**config.mk**
```make
export PLATFORM = sky130hd
export DESIGN_NAME = evu_lane
export DESIGN_NICKNAME = d
export VERILOG_FILES = /design/src/rtl/core/assert_macros.svh /design/src/rtl/core/evu_pkg.sv /design/src/rtl/core/evu_lane.sv
export SDC_FILE = /design/constraint.sdc
export NUM_CORES = 1
export LEC_CHECK = 0
export ABC_AREA = 1
export BUFFER_PORTS_ARGS = -buffer_cell sky130_fd_sc_hd__buf_2
export CORE_UTILIZATION = 28
export DETAILED_ROUTE_END_ITERATION = 8
export PLACE_DENSITY = 0.83
export SLEW_MARGIN = 30
export SYNTH_ARGS = -nofsm -noshare
export SYNTH_HDL_FRONTEND = slang
export SYNTH_SLANG_ARGS = --single-unit
```
**constraint.sdc**
```tcl
create_clock -name vclk -period 1.1
set_input_delay 0.22 -clock vclk [all_inputs]
set_output_delay 0.22 -clock vclk [all_outputs]
set_load 0.02 [all_outputs]
```
**src/rtl/core/assert_macros.svh**
```systemverilog
// Assertion helpers used by the execute unit core RTL.
`ifndef ASSERT_MACROS_SVH
`define ASSERT_MACROS_SVH

// Same-cycle implication, disabled while reset is asserted.
`define EVU_ASSERT_IMPL(name, clk, rst_n, ante, cons) \
    name: assert property (@(posedge clk) disable iff (!rst_n) (ante) |-> (cons)) \
        else $error("execute unit assertion failed");

// Next-cycle implication, disabled while reset is asserted.
`define EVU_ASSERT_NEXT(name, clk, rst_n, ante, cons) \
    name: assert property (@(posedge clk) disable iff (!rst_n) (ante) |=> (cons)) \
        else $error("execute unit assertion failed");

`endif

```
**src/rtl/core/evu_pkg.sv**
```systemverilog
`default_nettype none
package evu_pkg;

    localparam int WORD_W          = 32;
    localparam int OP_W            = 6;
    localparam int CNT_W           = 4;
    localparam int SRC_SLOTS       = 8;
    localparam int DEF_MAX_SOURCES = 8;
    localparam int DIV_STAGES      = WORD_W;
    localparam int MUL_STAGES      = 4;
    localparam int HALF_W          = WORD_W / 2;

    localparam logic [WORD_W-1:0] INT_MIN  = {1'b1, {(WORD_W-1){1'b0}}};
    localparam logic [WORD_W-1:0] ALL_ONES = {WORD_W{1'b1}};

    localparam logic CFG_DIV_ZERO = 1'b0;
    localparam logic CFG_DIV_OVF  = 1'b1;

    typedef enum logic [2:0] {
        ST_OK      = 3'd0,
        ST_ZDIV    = 3'd1,
        ST_OVF     = 3'd2,
        ST_BADOPD  = 3'd3,
        ST_EXIT    = 3'd4,
        ST_UNKNOWN = 3'd5
    } status_t;

    typedef enum logic [OP_W-1:0] {
        OP_ADD = 6'd0, OP_SUB = 6'd1, OP_MUL = 6'd2, OP_DIV = 6'd3,
        OP_DIV_U = 6'd4, OP_REM = 6'd5, OP_REM_U = 6'd6, OP_LONG_MUL = 6'd7,
        OP_LONG_MUL_U = 6'd8, OP_AND2 = 6'd9, OP_OR2 = 6'd10, OP_VAND = 6'd11,
        OP_VOR = 6'd12, OP_BIT_AND = 6'd13, OP_BIT_OR = 6'd14, OP_BIT_XOR = 6'd15,
        OP_INV = 6'd16, OP_L_SHIFT = 6'd17, OP_R_SHIFT_U = 6'd18, OP_R_SHIFT = 6'd19,
        OP_TST_EQ = 6'd20, OP_TST_NE = 6'd21, OP_TST_GT = 6'd22, OP_TST_GE = 6'd23,
        OP_TST_GT_U = 6'd24, OP_TST_GE_U = 6'd25, OP_BR = 6'd26, OP_BR_LNK = 6'd27,
        OP_BR_EQ = 6'd28, OP_BR_NE = 6'd29, OP_BR_GT = 6'd30, OP_BR_GE = 6'd31,
        OP_BR_GT_U = 6'd32, OP_BR_GE_U = 6'd33, OP_JMP = 6'd34, OP_JMP_LNK = 6'd35,
        OP_MOV_EQ = 6'd36, OP_MOV_GT = 6'd37, OP_MOV_GE = 6'd38, OP_MOV_GT_U = 6'd39,
        OP_MOV_GE_U = 6'd40, OP_MOV = 6'd41, OP_LD_B_U = 6'd42, OP_LD_H_U = 6'd43,
        OP_ST_B = 6'd44, OP_ST_H = 6'd45, OP_LD_B = 6'd46, OP_LD_H = 6'd47,
        OP_NEG = 6'd48, OP_EXIT = 6'd49, OP_ABS = 6'd50, OP_VMAX = 6'd51,
        OP_VMIN = 6'd52, OP_NOT = 6'd53, OP_BOOL = 6'd54, OP_NOP = 6'd55
    } op_t;

    typedef enum logic [1:0] {
        VS_AND = 2'd0,
        VS_OR  = 2'd1,
        VS_MAX = 2'd2,
        VS_MIN = 2'd3
    } vsel_t;

    typedef struct packed {
        logic              in_range;
        logic              is_last;
        logic              is_zero;
        logic [WORD_W-1:0] value;
    } lane_t;

    typedef struct packed {
        logic              use_div;
        logic              use_mul;
        logic              mul_hi;
        logic              is_rem;
        logic              negate;
        logic [WORD_W-1:0] lo;
        logic [WORD_W-1:0] npc;
        status_t           st;
        logic [WORD_W-1:0] rc;
    } side_t;

endpackage
`default_nettype wire

```
**src/rtl/core/evu_lane.sv**
```systemverilog
`default_nettype none
module evu_lane
    import evu_pkg::*;
#(
    parameter int LANE_IDX = 0
) (
    input  wire logic [WORD_W-1:0] src,
    input  wire logic [WORD_W-1:0] first,
    input  wire logic [CNT_W-1:0]  cnt,
    output lane_t                  lane
);

    always_comb
    begin
        lane.in_range = cnt > CNT_W'(LANE_IDX);
        lane.is_last  = cnt == CNT_W'(LANE_IDX + 1);
        lane.is_zero  = src == '0;
        // out-of-range lanes repeat the first operand so max/min ignore them
        lane.value    = lane.in_range ? src : first;
    end

endmodule
`default_nettype wire

```
==> reports/metrics.cfg <==
[worst_setup_path]
max_stage_delay_ns=0.19
crit_type=in2out
path_cells=buf_6 -> nor2_4 -> nand2_4 -> clkbuf_16 -> nand2_1 -> nand2_1 -> buf_2
path_max_fanout=16
cp-start-kind=primary input
crit_top_cell=nand2_1
cp-end-kind=output port
required_ns=0.88
arrival_ns=1.10
critical_path.slowest_cell=nor2_4

[timing]
finalSetupViolCount=35
drv_slew=0
max_freq_mhz=758
period_minus_slack_ns=1.32
fin_ws_ns=-0.218
period_share=1.20
relSlewSlack=0.866
tightest_slew_ns=0.200
finalSetupTns_ns=-5.52
hold_viol=0
grt_setup_unrepaired=true

[drt]
vias=1338
routed_wl_um=3340
avgRoutedWirePerCell_um=12.3
vias_per_cell=4.94
first_pass_iters=4
drcViolationCount=0
dr.first_iter.drc_count=23
ant_nets=0

[power]
p_per_area_mw_per_mm2=418
p_leak_nw=0.867
internal_power_w=0.000295
vdd_ir_drop_max_uv=284
pwr-share-comb=1.000
netSwitchingFraction=0.524
p_seq_frac=0
switching_power_w=0.000325
power_frac_clock=0

[final_layout]
n_sequential_cell=0
drive_above_1_share=0.566
fin_util=0.756
fin_area_mm2=0.00148
layout.nets=314
n_antenna_cell=0
final_common_cell=buf_2
n_clock_buffer=0
area_growth_pct=152
final_cell_mix=buf_2, nand2_1, nand3_1, buf_6, nor2_1
register_area_um2=0

[place]
place_area_mm2=0.00116
post-dp-hpwl_um=1970
place_congestion=0.811
portBuffers=103

[logic_synthesis]
yosysWarnings=0
synth_area_um2=589
yosys.cell_types.count=7
syn_avg_cell_area_um2=4.21
syn_nets=208
syn_inst=140
seq_area_frac_synth=0

[run_status]
outcome=finished, violations left
violations=setup timing

[grt]
grt_usage=0.179
grt_overflow=0
grt_max_degree=34
grt_pass1_wl_um=3090
antenna_found_initial=0
grt_pass1_vias=796

[clock_network]
postCtsHoldBufs=0

[die]
fp-row-count=16
dieArea_mm2=0.00229
coreArea_mm2=0.00196
initial_core_util=0.300
die_w_um=47.9
die_h_um=47.9
ios=103

[hold_path]
hp-start=src[5]
worstHoldEndpoint=lane[5]
hp-class=in2out
min_path_cells=4

[run]
drv_cap=0

-- critical path, delay by kind of cell --
family | cells | cell delay [ns]
buffers and inverters | 3 | 0.45
and+or+nand+nor | 4 | 0.42
-- worst max path at each step --
stage | from | endpoint | slack, ns | cells past startpoint
2_1_floorplan | cnt[0] | lane[18] | 0.007 | 5
3_3_place_gp | cnt[3] | lane[15] | -0.19 | 6
3_5_place_dp | cnt[0] | lane[17] | -0.20 | 6
4_1_cts | cnt[0] | lane[15] | -0.15 | 7
5_1_grt | cnt[0] | lane[12] | -0.28 | 7
6_report | cnt[0] | lane[12] | -0.22 | 7
-- cells in the mapped netlist --
library cell	number	share of area
nand3_1	32	0.27
nor2_1	21	0.13
buf_2	9	0.076
nand2_1	74	0.47
nor2_2	2	0.021
nor4b_1	1	0.015
nand2_2	1	0.011
-- layout make-up --
cell class / count / area, um2
well taps: 27 / 33.8
repair buffers: 113 / 807
multi-input cells: 131 / 643
fillers: 180 / 478
-- through the flow --
stage	instances	hold WS (ns)	total power (W)	setup slack, ns
floorplan	140	0.493	0.000243	0.00728
global placement	268	0.734	0.000476	-0.188
detailed placement	268	0.744	0.000480	-0.201
CTS	269	0.740	0.000511	-0.155
global route	271	0.759	0.000668	-0.280
finish	271	0.744	0.000620	-0.218
-- cell families after synthesis --
logic type | count (synthesis) | synth area share
AND/OR/NAND/NOR | 131 | 0.924
buffers and inverters | 9 | 0.0764
-- routing by layer --
metal  global-route usage  wire length (um)  up-vias
met1                0.213              1180      588
met5                    0                 0        -
met4               0.0111                67        0
met2                0.357              1780       84
met3               0.0113               316       10
li1                     -                 -      656
-- timing repair --
action	CTS	global route
gates resized for setup	17	56
gates cloned	1	2
pin swaps	9	15
setup endpoints to repair	35	35
buffers inserted	0	0
-- power groups by stage --
stage	Sequential (W)	Combinational (W)	Clock, W
final	0	0.000620	0
after global routing	0	0.000668	0
after CTS	0	0.000511	0
after detailed placement	0	0.000480	0
after global placement	0	0.000476	0
after floorplan	0	0.000243	0
No activity file was read; power rests on OpenSTA's default activity.
