`src/rtl/core/assert_macros.svh`:
```
// Assertion helpers used by the execute unit core RTL.
`ifndef ASSERT_MACROS_SVH
`define ASSERT_MACROS_SVH

// Same-cycle implication, disabled while reset is asserted.
`define EVU_ASSERT_IMPL(name, clk, rst_n, ante, cons) \
    name: assert property (@(posedge clk) disable iff (!rst_n) (ante) |-> (cons)) \
        else $error("execute unit assertion failed");

// Next-cycle implication, disabled while reset is asserted.
`define EVU_ASSERT_NEXT(name, clk, rst_n, ante, cons) \
    name: assert property (@(posedge clk) disable iff (!rst_n) (ante) |=> (cons)) \
        else $error("execute unit assertion failed");

`endif

```
`src/rtl/core/evu_pkg.sv`:
```
`default_nettype none
package evu_pkg;

    localparam int WORD_W          = 32;
    localparam int OP_W            = 6;
    localparam int CNT_W           = 4;
    localparam int SRC_SLOTS       = 8;
    localparam int DEF_MAX_SOURCES = 8;
    localparam int DIV_STAGES      = WORD_W;
    localparam int MUL_STAGES      = 4;
    localparam int HALF_W          = WORD_W / 2;

    localparam logic [WORD_W-1:0] INT_MIN  = {1'b1, {(WORD_W-1){1'b0}}};
    localparam logic [WORD_W-1:0] ALL_ONES = {WORD_W{1'b1}};

    localparam logic CFG_DIV_ZERO = 1'b0;
    localparam logic CFG_DIV_OVF  = 1'b1;

    typedef enum logic [2:0] {
        ST_OK      = 3'd0,
        ST_ZDIV    = 3'd1,
        ST_OVF     = 3'd2,
        ST_BADOPD  = 3'd3,
        ST_EXIT    = 3'd4,
        ST_UNKNOWN = 3'd5
    } status_t;

    typedef enum logic [OP_W-1:0] {
        OP_ADD = 6'd0, OP_SUB = 6'd1, OP_MUL = 6'd2, OP_DIV = 6'd3,
        OP_DIV_U = 6'd4, OP_REM = 6'd5, OP_REM_U = 6'd6, OP_LONG_MUL = 6'd7,
        OP_LONG_MUL_U = 6'd8, OP_AND2 = 6'd9, OP_OR2 = 6'd10, OP_VAND = 6'd11,
        OP_VOR = 6'd12, OP_BIT_AND = 6'd13, OP_BIT_OR = 6'd14, OP_BIT_XOR = 6'd15,
        OP_INV = 6'd16, OP_L_SHIFT = 6'd17, OP_R_SHIFT_U = 6'd18, OP_R_SHIFT = 6'd19,
        OP_TST_EQ = 6'd20, OP_TST_NE = 6'd21, OP_TST_GT = 6'd22, OP_TST_GE = 6'd23,
        OP_TST_GT_U = 6'd24, OP_TST_GE_U = 6'd25, OP_BR = 6'd26, OP_BR_LNK = 6'd27,
        OP_BR_EQ = 6'd28, OP_BR_NE = 6'd29, OP_BR_GT = 6'd30, OP_BR_GE = 6'd31,
        OP_BR_GT_U = 6'd32, OP_BR_GE_U = 6'd33, OP_JMP = 6'd34, OP_JMP_LNK = 6'd35,
        OP_MOV_EQ = 6'd36, OP_MOV_GT = 6'd37, OP_MOV_GE = 6'd38, OP_MOV_GT_U = 6'd39,
        OP_MOV_GE_U = 6'd40, OP_MOV = 6'd41, OP_LD_B_U = 6'd42, OP_LD_H_U = 6'd43,
        OP_ST_B = 6'd44, OP_ST_H = 6'd45, OP_LD_B = 6'd46, OP_LD_H = 6'd47,
        OP_NEG = 6'd48, OP_EXIT = 6'd49, OP_ABS = 6'd50, OP_VMAX = 6'd51,
        OP_VMIN = 6'd52, OP_NOT = 6'd53, OP_BOOL = 6'd54, OP_NOP = 6'd55
    } op_t;

    typedef enum logic [1:0] {
        VS_AND = 2'd0,
        VS_OR  = 2'd1,
        VS_MAX = 2'd2,
        VS_MIN = 2'd3
    } vsel_t;

    typedef struct packed {
        logic              in_range;
        logic              is_last;
        logic              is_zero;
        logic [WORD_W-1:0] value;
    } lane_t;

    typedef struct packed {
        logic              use_div;
        logic              use_mul;
        logic              mul_hi;
        logic              is_rem;
        logic              negate;
        logic [WORD_W-1:0] lo;
        logic [WORD_W-1:0] npc;
        status_t           st;
        logic [WORD_W-1:0] rc;
    } side_t;

endpackage
`default_nettype wire

```
`src/rtl/core/evu_div.sv`:
```
`default_nettype none
module evu_div
    import evu_pkg::*;
(
    input  wire logic              clk,
    input  wire logic              en,
    input  wire logic [WORD_W-1:0] dividend,
    input  wire logic [WORD_W-1:0] divisor,
    output logic [WORD_W-1:0]      quo,
    output logic [WORD_W-1:0]      rem
);

    // one restoring step per stage; dq shifts the dividend out and the quotient in
    logic [WORD_W-1:0] rem_reg [DIV_STAGES+1];
    logic [WORD_W-1:0] dq_reg  [DIV_STAGES+1];
    logic [WORD_W-1:0] dvs_reg [DIV_STAGES+1];

    always_comb
    begin
        rem_reg[0] = '0;
        dq_reg[0]  = dividend;
        dvs_reg[0] = divisor;
    end

    for (genvar k = 0; k < DIV_STAGES; k++)
    begin : g_step
        logic [WORD_W:0] trial;
        logic [WORD_W:0] diff;
        logic            fits;

        always_comb
        begin
            trial = {rem_reg[k], dq_reg[k][WORD_W-1]};
            diff  = trial - {1'b0, dvs_reg[k]};
            fits  = trial >= {1'b0, dvs_reg[k]};
        end

        always_ff @(posedge clk)
        begin
            if (en)
            begin
                rem_reg[k+1] <= fits ? diff[WORD_W-1:0] : trial[WORD_W-1:0];
                dq_reg[k+1]  <= {dq_reg[k][WORD_W-2:0], fits};
                dvs_reg[k+1] <= dvs_reg[k];
            end
        end
    end

    assign quo = dq_reg[DIV_STAGES];
    assign rem = rem_reg[DIV_STAGES];

endmodule
`default_nettype wire

```
`config.mk`:
```
export PLATFORM = sky130hd
export DESIGN_NAME = evu_div
export DESIGN_NICKNAME = d
export VERILOG_FILES = /design/src/rtl/core/assert_macros.svh /design/src/rtl/core/evu_pkg.sv /design/src/rtl/core/evu_div.sv
export SDC_FILE = /design/constraint.sdc
export NUM_CORES = 2
export LEC_CHECK = 0
export BUFFER_PORTS_ARGS = -buffer_cell sky130_fd_sc_hd__buf_2
export CORE_MARGIN = 2
export CORE_UTILIZATION = 59
export CTS_CLUSTER_SIZE = 8
export DETAILED_ROUTE_END_ITERATION = 6
export GPL_TIMING_DRIVEN = 0
export PLACE_DENSITY = 0.77
export SYNTH_ARGS = -nofsm -noshare
export SYNTH_HDL_FRONTEND = slang
export SYNTH_SLANG_ARGS = --single-unit
```
`constraint.sdc`:
```
create_clock -name clk -period 7.65 [get_ports clk]
set_clock_uncertainty 0.2 [all_clocks]
set_input_delay 1.1475 -clock clk [delete_from_list [all_inputs] [get_ports clk]]
set_output_delay 1.1475 -clock clk [all_outputs]
set_load 0.05 [all_outputs]
```
==> qor.yml <==
logic_synthesis:
  synth_edf_count: 3040
  yosysTopAreaCell: "edfxtp_1"
  ys_ff_latch: 3040
  async_flop_share_pct: 0
  syn_avg_cell_area_um2: 12.2
  synth_seq_area_share_pct: 58.8
  synth_area_leaders: "edfxtp_1, ha_1, a21oi_1"
  synth_most_common_cell: "edfxtp_1"
  synth_cells: 12800
  netlist_area_um2: 155000
  yosys_most_used_dff: "edfxtp_1"
  ys_top_cells_by_count: "edfxtp_1, inv_1, a21oi_1, ha_1, nand2_1"
  yosys_warnings: 0
  yosys.area.top_type_share_pct: 58.8
  synth_cell_type_count: 102
  syn_nets: 13900
worst_setup_path:
  critPathMostFrequentCell: "buf_16"
  max_stage_delay_ns: 0.64
  critPathTopFamily: "buffers and inverters"
  startpoint_type: "input pin"
  r2r_cells: 13
  worst_ep_required_time_ns: 7.99
  setup.worst_path.class: "input pin to register"
  worst-path-stages: 8
  critPathArrivalTime_ns: 6.54
  path_max_fanout: 184
  crit_path_cell_trace: "buf_12 -> buf_16 -> buf_16 -> buf_16 -> buf_16 -> buf_16 -> buf_16 -> buf_16"
  cp_num_buf_inv: 8
  cp_slowest_cell: "buf_16"
  crit_path_end_kind: "register"
grt:
  antenna_found_initial: 12
  grt_max_degree: 191
  grt_pass1_vias: 100000
  track_usage_pct: 28.1
  grt_overflow_total: 0
  grt_pass1_wl_um: 581000
placed_design:
  hpwlAfterDp_um: 281000
  io_buffer_count: 129
  place_ws_ns: 0.643
  dpl_cell_area_um2: 161000
  place_congestion: 0.960
min_path:
  hold_depth: 1
  hold_class: "input pin to register"
detailed_routing:
  avgViaCountPerCell: 5.99
  drc: 1
  ant_nets: 0
  vias: 101000
  first_pass_iters: 7
  routedWlPerCell_um: 22.6
  drt-total-wl_um: 382000
  drt_iter0_drc: 9262
die:
  start_util_pct: 59.3
  ios: 130
  die_area_um2: 267000
  die_y_um: 517
  core_area_um2: 262000
  chipWidth_um: 517
  num_rows: 188
pwr:
  cellPowerDensity_nw_per_um2: 443
  peakVddDrop_mv: 0.278
  p_leak_nw: 68.9
timing:
  worst_slew_pin_slew_ns: 1.23
  max_freq_ghz: 0.162
  max-slew-margin-rel_pct: 16.9
  fin_crit_sh_pct: 80.9
  hold_viol: 0
  rsz0062_at_grt: "false"
  tns_ns: 0
  setup_violations: 0
  layout_setup_ws_ns: 1.46
  period_needed_ns: 6.19
  final-max-slew-violation-count: 0
final_layout:
  nFillCells: 19300
  synthToLayoutAreaGrowth_pct: 10.9
  drive_gt1_share_pct: 8.74
  post-route-util_pct: 65.7
  fin_area_um2: 172000
  nets: 14400
cts:
  post_cts_resized: 0
  htreeDepth: 5
  clockBufferDepth: 4
  numCtsBuffers: 420
  path_clk_slew_ns: 0.05
  insertion_delay_ns: 0.97
  cts-root-buf: "clkbuf_16"
  cts_tree: "done"
  cts_hold_buf: 0
  clock_sinks: 3040
  post_cts_buffers: 0
outcome:
  violations: "design-rule violations"
  status: "finished with violations"
flow_run:
  drv_cap: 0
[per-layer routing]
| layer | routed length [um] | GRT usage, % | part of all wire (%) |
|---|---|---|---|
| met1 | 160000 | 37.0 | 42 |
| met2 | 188000 | 47.9 | 49 |
| met5 | 20 | 0 | 0.0052 |
| met3 | 21200 | 3.67 | 5.5 |
| met4 | 13000 | 9.71 | 3.4 |
[cell families (layout without fill, tap and decap cells)]
| family | count (synthesis) | count (layout) | share of synthesized area (%) |
|---|---|---|---|
| AO/OA/AOI/OAI | 3285 | 3285 | 13.2 |
| flip-flops | 3040 | 3040 | 58.8 |
| AND/OR/NAND/NOR | 2544 | 2544 | 7.69 |
| buffers and inverters | 1584 | 2200 | 3.99 |
| adder cells (fa/ha/maj) | 1025 | 1025 | 8.41 |
| XOR/XNOR | 857 | 857 | 4.83 |
| multiplexers | 429 | 429 | 3.09 |
| other | 0 | 2 | 0 |
[cell type report]
cell class	count	area (um2)	share of cell area (%)
flip-flops and latches	3040	91300	53.0
multi-input cells	8140	57900	33.6
clock buffers	437	10600	6.15
inverters	1250	4690	2.72
well taps	3515	4400	2.55
plain buffers	334	1500	0.872
repair buffers	148	1180	0.687
clock inverters	31	736	0.427
diodes	2	5.00	0.00291
[where the power goes]
part	switching (mW)	total (mW)	leakage [nW]	internal, mW
Clock	6.85	16.6	5.50	9.72
Combinational	19.6	33.2	33.7	13.6
Sequential	2.49	26.6	29.7	24.1
Total	28.9	76.3	68.9	47.4
[worst paths after layout]
path / startpoint / end / slack, ns
max: en / dq_reg[663] / 1.46
min reg2reg: dq_reg[814] / dq_reg[783] / 0.19
min: dividend[1] / dq_reg[994] / 0.14
max reg2reg: dvs_reg[769] / g_step[9].trial[2] / 2.33
[through the flow]
| step | hold WS (ns) | total power, mW | instances |
|---|---|---|---|
| 3_5_place_dp | 0.205 | 59.3 | 16400 |
| 5_1_grt | 0.106 | 80.9 | 16900 |
| 6_report | 0.137 | 76.3 | 16900 |
| 4_1_cts | 0.0649 | 76.3 | 16900 |
| 2_1_floorplan | 0.200 | 49.7 | 12800 |
| 3_3_place_gp | 0.200 | 60.1 | 16400 |
[cell usage in the layout, fill, tap and decap left out, drive strengths merged, types with 117 or more instances in the layout]
cell,instances
edfxtp,3040
inv,1254
a21oi,1086
ha,994
nand2,799
o21ai,789
nor2,699
clkbuf,659
xnor2,521
a21o,506
mux2,403
xor2,336
buf,260
nand4,182
nand3,180
nor2b,158
o21bai,137
o21a,133
nand2b,117
(Power assumes the default switching activity.)
