<file path="config.mk">
export PLATFORM = sky130hd
export DESIGN_NAME = evu_mul
export DESIGN_NICKNAME = d
export VERILOG_FILES = /design/src/rtl/core/assert_macros.svh /design/src/rtl/core/evu_pkg.sv /design/src/rtl/core/evu_mul.sv
export SDC_FILE = /design/constraint.sdc
export NUM_CORES = 2
export LEC_CHECK = 0
export BUFFER_PORTS_ARGS = -buffer_cell sky130_fd_sc_hd__buf_2
export CORE_MARGIN = 5
export CORE_UTILIZATION = 50
export CTS_BUF_LIST = sky130_fd_sc_hd__clkbuf_4
export CTS_CLUSTER_SIZE = 16
export DETAILED_ROUTE_END_ITERATION = 10
export PLACE_DENSITY = 0.63
export SYNTH_ARGS = -nofsm -noshare
export SYNTH_HDL_FRONTEND = slang
export SYNTH_SLANG_ARGS = --single-unit
export TNS_END_PERCENT = 5
</file>
<file path="constraint.sdc">
create_clock -name clk -period 19.1 [get_ports clk]
set_input_delay 1.91 -clock clk [delete_from_list [all_inputs] [get_ports clk]]
set_output_delay 1.91 -clock clk [all_outputs]
set_load 0.01 [all_outputs]
</file>
<file path="src/rtl/core/assert_macros.svh">
// Assertion helpers used by the execute unit core RTL.
`ifndef ASSERT_MACROS_SVH
`define ASSERT_MACROS_SVH

// Same-cycle implication, disabled while reset is asserted.
`define EVU_ASSERT_IMPL(name, clk, rst_n, ante, cons) \
    name: assert property (@(posedge clk) disable iff (!rst_n) (ante) |-> (cons)) \
        else $error("execute unit assertion failed");

// Next-cycle implication, disabled while reset is asserted.
`define EVU_ASSERT_NEXT(name, clk, rst_n, ante, cons) \
    name: assert property (@(posedge clk) disable iff (!rst_n) (ante) |=> (cons)) \
        else $error("execute unit assertion failed");

`endif

</file>
<file path="src/rtl/core/evu_pkg.sv">
`default_nettype none
package evu_pkg;

    localparam int WORD_W          = 32;
    localparam int OP_W            = 6;
    localparam int CNT_W           = 4;
    localparam int SRC_SLOTS       = 8;
    localparam int DEF_MAX_SOURCES = 8;
    localparam int DIV_STAGES      = WORD_W;
    localparam int MUL_STAGES      = 4;
    localparam int HALF_W          = WORD_W / 2;

    localparam logic [WORD_W-1:0] INT_MIN  = {1'b1, {(WORD_W-1){1'b0}}};
    localparam logic [WORD_W-1:0] ALL_ONES = {WORD_W{1'b1}};

    localparam logic CFG_DIV_ZERO = 1'b0;
    localparam logic CFG_DIV_OVF  = 1'b1;

    typedef enum logic [2:0] {
        ST_OK      = 3'd0,
        ST_ZDIV    = 3'd1,
        ST_OVF     = 3'd2,
        ST_BADOPD  = 3'd3,
        ST_EXIT    = 3'd4,
        ST_UNKNOWN = 3'd5
    } status_t;

    typedef enum logic [OP_W-1:0] {
        OP_ADD = 6'd0, OP_SUB = 6'd1, OP_MUL = 6'd2, OP_DIV = 6'd3,
        OP_DIV_U = 6'd4, OP_REM = 6'd5, OP_REM_U = 6'd6, OP_LONG_MUL = 6'd7,
        OP_LONG_MUL_U = 6'd8, OP_AND2 = 6'd9, OP_OR2 = 6'd10, OP_VAND = 6'd11,
        OP_VOR = 6'd12, OP_BIT_AND = 6'd13, OP_BIT_OR = 6'd14, OP_BIT_XOR = 6'd15,
        OP_INV = 6'd16, OP_L_SHIFT = 6'd17, OP_R_SHIFT_U = 6'd18, OP_R_SHIFT = 6'd19,
        OP_TST_EQ = 6'd20, OP_TST_NE = 6'd21, OP_TST_GT = 6'd22, OP_TST_GE = 6'd23,
        OP_TST_GT_U = 6'd24, OP_TST_GE_U = 6'd25, OP_BR = 6'd26, OP_BR_LNK = 6'd27,
        OP_BR_EQ = 6'd28, OP_BR_NE = 6'd29, OP_BR_GT = 6'd30, OP_BR_GE = 6'd31,
        OP_BR_GT_U = 6'd32, OP_BR_GE_U = 6'd33, OP_JMP = 6'd34, OP_JMP_LNK = 6'd35,
        OP_MOV_EQ = 6'd36, OP_MOV_GT = 6'd37, OP_MOV_GE = 6'd38, OP_MOV_GT_U = 6'd39,
        OP_MOV_GE_U = 6'd40, OP_MOV = 6'd41, OP_LD_B_U = 6'd42, OP_LD_H_U = 6'd43,
        OP_ST_B = 6'd44, OP_ST_H = 6'd45, OP_LD_B = 6'd46, OP_LD_H = 6'd47,
        OP_NEG = 6'd48, OP_EXIT = 6'd49, OP_ABS = 6'd50, OP_VMAX = 6'd51,
        OP_VMIN = 6'd52, OP_NOT = 6'd53, OP_BOOL = 6'd54, OP_NOP = 6'd55
    } op_t;

    typedef enum logic [1:0] {
        VS_AND = 2'd0,
        VS_OR  = 2'd1,
        VS_MAX = 2'd2,
        VS_MIN = 2'd3
    } vsel_t;

    typedef struct packed {
        logic              in_range;
        logic              is_last;
        logic              is_zero;
        logic [WORD_W-1:0] value;
    } lane_t;

    typedef struct packed {
        logic              use_div;
        logic              use_mul;
        logic              mul_hi;
        logic              is_rem;
        logic              negate;
        logic [WORD_W-1:0] lo;
        logic [WORD_W-1:0] npc;
        status_t           st;
        logic [WORD_W-1:0] rc;
    } side_t;

endpackage
`default_nettype wire

</file>
<file path="src/rtl/core/evu_mul.sv">
`default_nettype none
module evu_mul
    import evu_pkg::*;
(
    input  wire logic              clk,
    input  wire logic              en,
    input  wire logic [WORD_W-1:0] a,
    input  wire logic [WORD_W-1:0] b,
    input  wire logic              is_signed,
    output logic [WORD_W-1:0]      lo,
    output logic [WORD_W-1:0]      hi
);

    logic [WORD_W-1:0]   ll_reg, lh_reg, hl_reg, hh_reg, corr1_reg;
    logic [WORD_W-1:0]   ll2_reg, hh2_reg, corr2_reg, corr3_reg;
    logic [WORD_W:0]     mid_reg;
    logic [2*WORD_W-1:0] prod_reg;
    logic [WORD_W-1:0]   lo_reg, hi_reg;
    logic [WORD_W-1:0]   corr_next;

    // signed high half = unsigned high half minus the cross terms of the signs
    always_comb
    begin
        corr_next = ((is_signed && a[WORD_W-1]) ? b : '0)
                  + ((is_signed && b[WORD_W-1]) ? a : '0);
    end

    always_ff @(posedge clk)
    begin
        if (en)
        begin
            ll_reg    <= WORD_W'(a[HALF_W-1:0]) * WORD_W'(b[HALF_W-1:0]);
            lh_reg    <= WORD_W'(a[HALF_W-1:0]) * WORD_W'(b[WORD_W-1:HALF_W]);
            hl_reg    <= WORD_W'(a[WORD_W-1:HALF_W]) * WORD_W'(b[HALF_W-1:0]);
            hh_reg    <= WORD_W'(a[WORD_W-1:HALF_W]) * WORD_W'(b[WORD_W-1:HALF_W]);
            corr1_reg <= corr_next;
            mid_reg   <= {1'b0, lh_reg} + {1'b0, hl_reg};
            ll2_reg   <= ll_reg;
            hh2_reg   <= hh_reg;
            corr2_reg <= corr1_reg;
            prod_reg  <= {hh2_reg, ll2_reg}
                       + {{(WORD_W-HALF_W-1){1'b0}}, mid_reg, {HALF_W{1'b0}}};
            corr3_reg <= corr2_reg;
            lo_reg    <= prod_reg[WORD_W-1:0];
            hi_reg    <= prod_reg[2*WORD_W-1:WORD_W] - corr3_reg;
        end
    end

    assign lo = lo_reg;
    assign hi = hi_reg;

endmodule
`default_nettype wire

</file>
==> flow_metrics.tcl <==
set metrics [dict create \
    outcome "finished, final reports clean" \
    start_util_pct 50.46 \
    yosysSeqAreaShare_pct 24.93 \
    totalWireLength_um 133800 \
    viasPerCell 5.369 \
    synth_ff_type "edfxtp_1" \
    synth-seq-cells 449 \
    synth.distinct_cells 76 \
    holdPathStages 0 \
    htreeDepth 3 \
    clkSlewWorstSetupHoldPaths_ns 0.07 \
    maxCapViolCount 0 \
    hold_buffers 0 \
    core_area_mm2 0.1072 \
    ctsResizeCount 0 \
    ios 131 \
    period_share_pct 40.47 \
    final_common_cell "inv_1" \
    setup_viol 0 \
    clock_latency_ns 0.95 \
    worstPathMaxFanout 33 \
    synth_edf_count 449 \
    syn_nets 6725 \
    finalSetupTns_ns 0 \
    cts_sinks 449 \
    tightest_slew_ns 1.111 \
    rsz0062_at_grt "no" \
    cp-start-kind "primary input" \
    final_cell_mix "984 x inv_1, 780 x fa_1, 638 x nand2_1" \
    critical_path_class "in2reg" \
    row_count 120 \
    die_w_um 338.9 \
    avgRoutedWirePerCell_um 19.43 \
    async_flop_share_pct 0 \
    drt-pass1-iter-count 6 \
    worstPathRequired_ns 19.66 \
    postSynthAreaPerCell_um2 10.14 \
    fin_skew_ns 0.08285 \
    area_delta_synth_final_pct 6.014 \
    die-height_um 338.9 \
    grt_pass1_vias 38980 \
    hold_viol_final 0 \
    reg2regPathDepth 12 \
    timing.fmax_mhz 129.4 \
    cp-end-kind "flip-flop" \
    hpwlAfterDp_um 97550 \
    synthCells 5335 \
    track_usage_pct 23.69 \
    slew_headroom_pct 25.95 \
    fillerInstances 9801 \
    grt_use_met3_pct 7.521 \
    grt.overflow.total 0 \
    grt.met1_usage_pct 31.02 \
    grt_pass1_wl_um 214700 \
    final_antenna_net_count 0 \
    use_met2_pct 37.86 \
    busiest_layer "met2" \
    port_buffers 130 \
    slew_viol_final 0 \
    clock-root-buffer "clkbuf_4" \
    arrival_ns 8.29 \
    fin_crit_ns 7.729 \
    gp_congestion 0.8683 \
    drt_iter0_drc 2434 \
    synth_warnings 0 \
    cts_buffers 114 \
    clock_path_buffers 3 \
    cts_setup_buffers 0 \
    final_layout_size_suffix_gt1_share_pct 6.770 \
    nets 6779 \
    die-area_mm2 0.1149 \
    route.detailed.drc 0 \
    syn_area_mm2 0.05409 \
    num_vias 36980 \
    hold_class "reg2reg" \
    cts_tree "built" \
    grt_max_degree 160 \
    antenna_found_initial 14 \
    largest_reg_flops 64 \
]
final cells by class:
| class | instances | area [µm²] | area share (%) |
|---|---|---|---|
| antenna | 5 | 12.51 | 0.02182 |
| multi-input combinational | 3676 | 36040 | 62.85 |
| inverter | 984 | 3694 | 6.441 |
| tap | 1403 | 1755 | 3.061 |
| timing repair buffer | 164 | 928.4 | 1.619 |
| clock inverter | 60 | 325.3 | 0.5673 |
| sequential | 449 | 13480 | 23.51 |
| clock buffer | 147 | 1104 | 1.924 |
Yosys cell counts (50+ instances only):
cell / count / area [µm²]
inv_1: 984 / 3694
fa_1: 780 / 15610
nand2_1: 638 / 2395
ha_1: 543 / 6794
and2_1: 500 / 3128
edfxtp_1: 449 / 13480
clkbuf_1: 223 / 837.1
a21oi_1: 194 / 970.9
xnor2_1: 168 / 1471
a21o_1: 137 / 1028
o21ai_0: 102 / 510.5
nor2_1: 94 / 352.8
and3_1: 80 / 500.5
xor2_1: 74 / 648.1
nand3_1: 50 / 250.2
metrics by stage:
| stage | util [%] | cell area, µm² | cells | worst slack, ns | hold WS [ns] |
|---|---|---|---|---|---|
| floorplan | - | 54090 | 5335 | 11.41 | 0.4003 |
| global placement | 52.15 | 55900 | 6676 | 10.67 | 0.4003 |
| detailed placement | 52.15 | 55900 | 6676 | 10.58 | 0.4045 |
| CTS | 53.48 | 57330 | 6883 | 11.60 | 0.3825 |
| global route | 53.49 | 57340 | 6886 | 11.15 | 0.3852 |
| finish | 53.49 | 57350 | 6888 | 11.37 | 0.3740 |
layer usage:
layer	vias to the layer above	wire (µm)
li1	17134	-
met4	12	4309
met5	-	80
met2	1064	61230
met1	18510	56240
met3	260	11970
critical path, stage by stage:
cell and delay, ns:
buf_2 0.73, nand2_1 0.18, fa_1 0.58, inv_1 0.05, fa_1 0.49, inv_1 0.05, fa_1 0.54, inv_1 0.05
fa_1 0.44, fa_1 0.48, inv_1 0.05, fa_1 0.47, inv_1 0.04, ha_1 0.36, and4_1 0.25, nand2_1 0.06
a21oi_1 0.10, o21ai_0 0.13, a311o_1 0.33, nand2_1 0.10, a31o_2 0.18, xor2_1 0.67
cell families after synthesis:
logic type / Yosys count / synth area share (%)
xor gates and xnor gates: 242 / 3.918
adders and majority gates: 1323 / 41.43
DFF: 449 / 24.93
buffers and inverters: 1210 / 8.440
and+or+nand+nor: 1489 / 13.76
AOI/OAI and AO/OA: 622 / 7.527
worst paths after layout:
path | start | end | slack [ns]
max | b[7] | ll_reg[23] | 11.37
min | ll_reg[7] | ll2_reg[7] | 0.37
max reg2reg | corr3_reg[1] | hi[31] | 15.36
min reg2reg | ll_reg[7] | ll2_reg[7] | 0.37
Power is not shown: default switching activity piles up to over one toggle a cycle in this logic, so the estimate is an artifact.
