`src/rtl/core/assert_macros.svh`:
```
// Assertion helpers used by the execute unit core RTL.
`ifndef ASSERT_MACROS_SVH
`define ASSERT_MACROS_SVH

// Same-cycle implication, disabled while reset is asserted.
`define EVU_ASSERT_IMPL(name, clk, rst_n, ante, cons) \
    name: assert property (@(posedge clk) disable iff (!rst_n) (ante) |-> (cons)) \
        else $error("execute unit assertion failed");

// Next-cycle implication, disabled while reset is asserted.
`define EVU_ASSERT_NEXT(name, clk, rst_n, ante, cons) \
    name: assert property (@(posedge clk) disable iff (!rst_n) (ante) |=> (cons)) \
        else $error("execute unit assertion failed");

`endif

```
`src/rtl/core/evu_pkg.sv`:
```
`default_nettype none
package evu_pkg;

    localparam int WORD_W          = 32;
    localparam int OP_W            = 6;
    localparam int CNT_W           = 4;
    localparam int SRC_SLOTS       = 8;
    localparam int DEF_MAX_SOURCES = 8;
    localparam int DIV_STAGES      = WORD_W;
    localparam int MUL_STAGES      = 4;
    localparam int HALF_W          = WORD_W / 2;

    localparam logic [WORD_W-1:0] INT_MIN  = {1'b1, {(WORD_W-1){1'b0}}};
    localparam logic [WORD_W-1:0] ALL_ONES = {WORD_W{1'b1}};

    localparam logic CFG_DIV_ZERO = 1'b0;
    localparam logic CFG_DIV_OVF  = 1'b1;

    typedef enum logic [2:0] {
        ST_OK      = 3'd0,
        ST_ZDIV    = 3'd1,
        ST_OVF     = 3'd2,
        ST_BADOPD  = 3'd3,
        ST_EXIT    = 3'd4,
        ST_UNKNOWN = 3'd5
    } status_t;

    typedef enum logic [OP_W-1:0] {
        OP_ADD = 6'd0, OP_SUB = 6'd1, OP_MUL = 6'd2, OP_DIV = 6'd3,
        OP_DIV_U = 6'd4, OP_REM = 6'd5, OP_REM_U = 6'd6, OP_LONG_MUL = 6'd7,
        OP_LONG_MUL_U = 6'd8, OP_AND2 = 6'd9, OP_OR2 = 6'd10, OP_VAND = 6'd11,
        OP_VOR = 6'd12, OP_BIT_AND = 6'd13, OP_BIT_OR = 6'd14, OP_BIT_XOR = 6'd15,
        OP_INV = 6'd16, OP_L_SHIFT = 6'd17, OP_R_SHIFT_U = 6'd18, OP_R_SHIFT = 6'd19,
        OP_TST_EQ = 6'd20, OP_TST_NE = 6'd21, OP_TST_GT = 6'd22, OP_TST_GE = 6'd23,
        OP_TST_GT_U = 6'd24, OP_TST_GE_U = 6'd25, OP_BR = 6'd26, OP_BR_LNK = 6'd27,
        OP_BR_EQ = 6'd28, OP_BR_NE = 6'd29, OP_BR_GT = 6'd30, OP_BR_GE = 6'd31,
        OP_BR_GT_U = 6'd32, OP_BR_GE_U = 6'd33, OP_JMP = 6'd34, OP_JMP_LNK = 6'd35,
        OP_MOV_EQ = 6'd36, OP_MOV_GT = 6'd37, OP_MOV_GE = 6'd38, OP_MOV_GT_U = 6'd39,
        OP_MOV_GE_U = 6'd40, OP_MOV = 6'd41, OP_LD_B_U = 6'd42, OP_LD_H_U = 6'd43,
        OP_ST_B = 6'd44, OP_ST_H = 6'd45, OP_LD_B = 6'd46, OP_LD_H = 6'd47,
        OP_NEG = 6'd48, OP_EXIT = 6'd49, OP_ABS = 6'd50, OP_VMAX = 6'd51,
        OP_VMIN = 6'd52, OP_NOT = 6'd53, OP_BOOL = 6'd54, OP_NOP = 6'd55
    } op_t;

    typedef enum logic [1:0] {
        VS_AND = 2'd0,
        VS_OR  = 2'd1,
        VS_MAX = 2'd2,
        VS_MIN = 2'd3
    } vsel_t;

    typedef struct packed {
        logic              in_range;
        logic              is_last;
        logic              is_zero;
        logic [WORD_W-1:0] value;
    } lane_t;

    typedef struct packed {
        logic              use_div;
        logic              use_mul;
        logic              mul_hi;
        logic              is_rem;
        logic              negate;
        logic [WORD_W-1:0] lo;
        logic [WORD_W-1:0] npc;
        status_t           st;
        logic [WORD_W-1:0] rc;
    } side_t;

endpackage
`default_nettype wire

```
`src/rtl/core/evu_merge.sv`:
```
`default_nettype none
module evu_merge
    import evu_pkg::*;
#(
    parameter int NUM_LANES = DEF_MAX_SOURCES
) (
    input  wire lane_t             lanes [NUM_LANES],
    input  wire vsel_t             sel,
    output logic [WORD_W-1:0]      result
);

    localparam int LEAVES = SRC_SLOTS;

    logic [WORD_W-1:0] lvl0 [LEAVES];
    logic [WORD_W-1:0] lvl1 [LEAVES/2];
    logic [WORD_W-1:0] lvl2 [LEAVES/4];
    logic [WORD_W-1:0] ext;
    logic              any_zero;
    logic [WORD_W-1:0] last_val;
    logic [WORD_W-1:0] first_nz;
    logic              is_max;

    function automatic logic [WORD_W-1:0] pick(input logic [WORD_W-1:0] a,
                                               input logic [WORD_W-1:0] b,
                                               input logic              mx);
        logic gt;
        gt = $signed(a) > $signed(b);
        return (gt == mx) ? a : b;
    endfunction

    always_comb
    begin
        is_max = sel == VS_MAX;
        for (int i = 0; i < LEAVES; i++)
        begin
            lvl0[i] = (i < NUM_LANES) ? lanes[i].value : lanes[0].value;
        end
        for (int i = 0; i < LEAVES/2; i++)
        begin
            lvl1[i] = pick(lvl0[2*i], lvl0[2*i+1], is_max);
        end
        for (int i = 0; i < LEAVES/4; i++)
        begin
            lvl2[i] = pick(lvl1[2*i], lvl1[2*i+1], is_max);
        end
        ext = pick(lvl2[0], lvl2[1], is_max);

        any_zero = 1'b0;
        last_val = '0;
        first_nz = '0;
        for (int i = NUM_LANES - 1; i >= 0; i--)
        begin
            if (lanes[i].in_range && lanes[i].is_zero)
                any_zero = 1'b1;
            if (lanes[i].is_last)
                last_val = lanes[i].value;
            if (lanes[i].in_range && !lanes[i].is_zero)
                first_nz = lanes[i].value;
        end

        case (sel)
            VS_AND:  result = any_zero ? '0 : last_val;
            VS_OR:   result = first_nz;
            default: result = ext;
        endcase
    end

endmodule
`default_nettype wire

```
`config.mk`:
```
export PLATFORM = sky130hd
export DESIGN_NAME = evu_merge
export DESIGN_NICKNAME = d
export VERILOG_FILES = /design/src/rtl/core/assert_macros.svh /design/src/rtl/core/evu_pkg.sv /design/src/rtl/core/evu_merge.sv
export SDC_FILE = /design/constraint.sdc
export NUM_CORES = 1
export LEC_CHECK = 0
export BUFFER_PORTS_ARGS = -buffer_cell sky130_fd_sc_hd__buf_2
export CAP_MARGIN = 25
export CORE_UTILIZATION = 31
export DETAILED_ROUTE_END_ITERATION = 8
export PLACE_DENSITY = 0.51
export SLEW_MARGIN = 20
export SYNTH_ARGS = -nofsm -noshare
export SYNTH_HDL_FRONTEND = slang
export SYNTH_SLANG_ARGS = --single-unit
```
`constraint.sdc`:
```
create_clock -name vclk -period 38.4
set_input_delay 7.68 -clock vclk [all_inputs]
set_output_delay 7.68 -clock vclk [all_outputs]
set_load 0.02 [all_outputs]
```
==> summary.md <==
| Metric | Value |
|---|---|
| Share of layout cells above drive strength 1 | `a little under a fifth` |
| Quantity of I/O buffers inserted on ports | `314` |
| Synth warn | `0` |
| Seq. cell area | `0 sq um` |
| Synth unique cells | `86` |
| WL per Instance | `23.29 microns` |
| Largest family of logic cells by synthesized area | `compound AO/OA/AOI/OAI gates` |
| Hold-critical path depth | `4` |
| Setup bufs post-CTS | `0` |
| Pre-CTS WS | `approximately 13 ns` |
| Syn avg cell area | `6.487 sq um` |
| Synth Area in Simple Gates | `19.88%` |
| Die Ht | `214.2 microns` |
| Fin nets | `2844` |
| CP endpoint kind | `output pin` |
| Fin crit share | `67.60%` |
| Final Max Slew Viols | `0` |
| Max_cap viols | `0` |
| Status | `finished, final reports clean` |
| Fillers | `4856` |
| Die width | `214.2 microns` |
| Synthesized Nets | `about 2700` |
| HPWL after DPL | `between 50 and 60 mm` |
| Tmin final | `25.96 ns` |
| Row count | `77` |
| Setup TNS | `0 ns` |
| Post-Layout Cell Count | `2933` |
| Layout area overhead | `14.30%` |
| Fmax | `38.52 MHz` |
| P_leak | `7.868 nW` |
| Synth Area in Compound Gates | `approximately 38%` |
| Mapped cell area | `0.01396 sq mm` |
| Post-synthesis sequential area ratio | `0%` |
| Setup ws final | `12.44 ns` |
| Final Hold Slack | `15.99 ns` |
| Via count | `17230` |
| VDD IR-drop max | `0.02571 mV` |
| Setup Crit Path Kind | `input port to output pin` |
| RSZ-0062 raised after global routing | `no` |
| CP peak stage delay | `0.60 ns` |
| Internal power | `236.1 uW` |
| Slew HR | `38.15%` |
| Setup crit start kind | `input port` |
| GRT Resource Usage Total | `around 28%` |
| Routability cong. | `0.9248` |
| Proportion of synthesized area in mux cells | `12.49%` |
| Combinational share of power | `between 90% and 100%` |
| Min-delay src | `lanes[164]` |
| Drt first pass iters | `6` |
| Synth Area in XOR/XNOR | `0.5646%` |
| Worst path most repeated cell | `a21o_1` |
| Power Dens Cells | `41.78 mW/mm^2` |
| Multi-input combinational cell area | `0.01270 sq mm` |
| Die area | `0.04589 sq mm` |
| Hold endpoint | `result[24]` |
| Antenna violations before repair | `6` |
| Mapped Cells | `2152` |
| Placed cell count | `2927` |
| Final setup vio count | `0` |
| First-pass GRT wire length | `101.2 mm` |
| FFs & Latches | `0` |
| Critical path data required time | `slightly above 30 ns` |
| Adder-Cell Fraction of Synth Area | `19.97%` |
| Net Sw Frac | `between 60 and 70%` |
| CP max stage cell | `o221ai_1` |
| Clock share of power | `0%` |
| CTS resizes | `0` |
| Clock Buffer Count | `0` |
| Post-DR vias/cell | `5.875` |
| Core Area | `0.04432 sq mm` |
| Top Ports | `314` |
| Worst path arrival time | `18.28 ns` |
| Reg power frac | `0%` |
| GRT overflow | `0` |
| Antenna viol nets, final | `0` |
| Net switching power | `430.5 uW` |
| Largest net degree at the start of global routing | `between 60 and 70` |
| Vias in the first global route | `15920` |
| Critical Path Fanout Max | `32` |
| Initial Util | `31.50%` |
| Starting DRT DRC Count | `1666` |
| Fin. Hold Viols | `0` |
| Slew @ Worst Pin | `roughly 0.92 ns` |
| Hold crit path type | `input port to output pin` |
| Total Wirelength | `between 60 and 70 mm` |
| Hold Buf Count CTS | `0` |
| DRC viols | `0` |
[cells in the final DEF, fill, tap and decap left out, types with 23 or more instances in the layout]
cell type  synthesis  routed
buf_2             13     314
a21oi_1          292     292
ha_1             222     222
nand2_1          220     220
nor2_1           190     189
inv_1            173     173
o21ai_0          135     135
mux2i_1          136     135
a211oi_1         134     134
a21o_1            66      66
nand3_1           46      46
nand4_1           37      37
a221oi_1          36      36
mux2_2            32      32
a31oi_1           27      27
buf_4              4      27
o21ai_1           25      24
o221ai_1          23      23
o22ai_1           23      23
[routing by layer]
metal	part of all wire (%)	wire length, microns	vias to the layer above	global-route usage (%)
met5	0.040	27	-	0
met4	0.89	607	4	1.929
met3	7.5	5139	41	2.638
met2	40	27410	748	41.10
met1	51	35140	8049	45.78
li1	-	-	8390	-
[metrics by stage]
step,cell area [sq um],power (mW),utilization (%)
2_1_floorplan,13960,0.4505,-
3_3_place_gp,15870,0.6458,35.80
3_5_place_dp,15870,0.6507,35.80
4_1_cts,15870,0.6533,35.80
5_1_grt,15960,0.7186,36.01
6_report,15960,0.6666,36.01
[layout make-up]
type,instances,area share (%)
Antenna cell,3,0.04705
Tap cell,592,4.642
Multi-Input combinational cell,1821,79.60
Inverter,173,4.070
Timing Repair Buffer,344,11.64
[cell families after synthesis]
| logic type | count (synthesis) |
|---|---|
| muxes | 169 |
| xor gates and xnor gates | 9 |
| buffers and inverters | 331 |
| adders and majority gates | 223 |
| AOI/OAI and AO/OA | 832 |
| and+or+nand+nor | 588 |
[synth_stat cells, types with 3 or more instances]
master,number,share of area [%]
mux2_2,32,2.6
o21a_1,5,0.27
o221ai_1,23,1.4
o211ai_1,9,0.48
buf_6,4,0.32
o2111ai_1,4,0.25
nand2_1,220,5.9
ha_1,222,20
nor2b_1,15,0.67
mux2i_1,136,9.8
xnor2_1,7,0.44
or2_2,3,0.13
o21ai_0,135,4.8
nor2_1,190,5.1
nor4_1,6,0.27
inv_1,173,4.7
buf_2,13,0.47
and3_1,5,0.22
o22ai_1,23,1.0
a221oi_1,36,2.3
clkbuf_1,111,3.0
o41ai_1,8,0.50
nand2b_1,11,0.49
o21ai_1,25,0.90
a21oi_1,292,10
nand3_1,46,1.6
a31oi_1,27,1.2
and4_1,4,0.25
or3_1,5,0.22
a211o_1,12,0.75
and2_1,5,0.22
buf_1,24,0.65
nand3b_1,12,0.65
nor3_1,6,0.22
a211oi_1,134,7.2
nand4_1,37,1.7
a22oi_1,4,0.22
nor4_4,3,0.46
buf_4,4,0.22
a21o_1,66,3.5
[worst max-delay path, delay by kind of cell]
family | cells | cell delay [ns]
fa+ha+maj | 3 | 1.05
xor+xnor | 3 | 0.54
mux | 3 | 0.87
simple gates | 13 | 3.82
buf+inv | 4 | 0.74
compound gates | 14 | 3.50
[worst max path at each step]
stage	end	startpoint	slack, ns
2_1_floorplan	result[0]	lanes[171]	13.78
3_3_place_gp	result[18]	lanes[171]	12.81
3_5_place_dp	result[18]	lanes[171]	12.63
4_1_cts	result[18]	lanes[171]	12.58
5_1_grt	result[18]	lanes[31]	11.75
6_report	result[18]	lanes[171]	12.44
[power groups by stage]
stage	clock [mW]	sequential, mW	combinational [mW]
after floorplan	0	0	0.450
after global placement	0	0	0.646
after detailed placement	0	0	0.651
after CTS	0	0	0.653
after global routing	0.0000000105	0	0.719
final	0.0000000105	0	0.667
No activity file was read; power rests on OpenSTA's default activity.
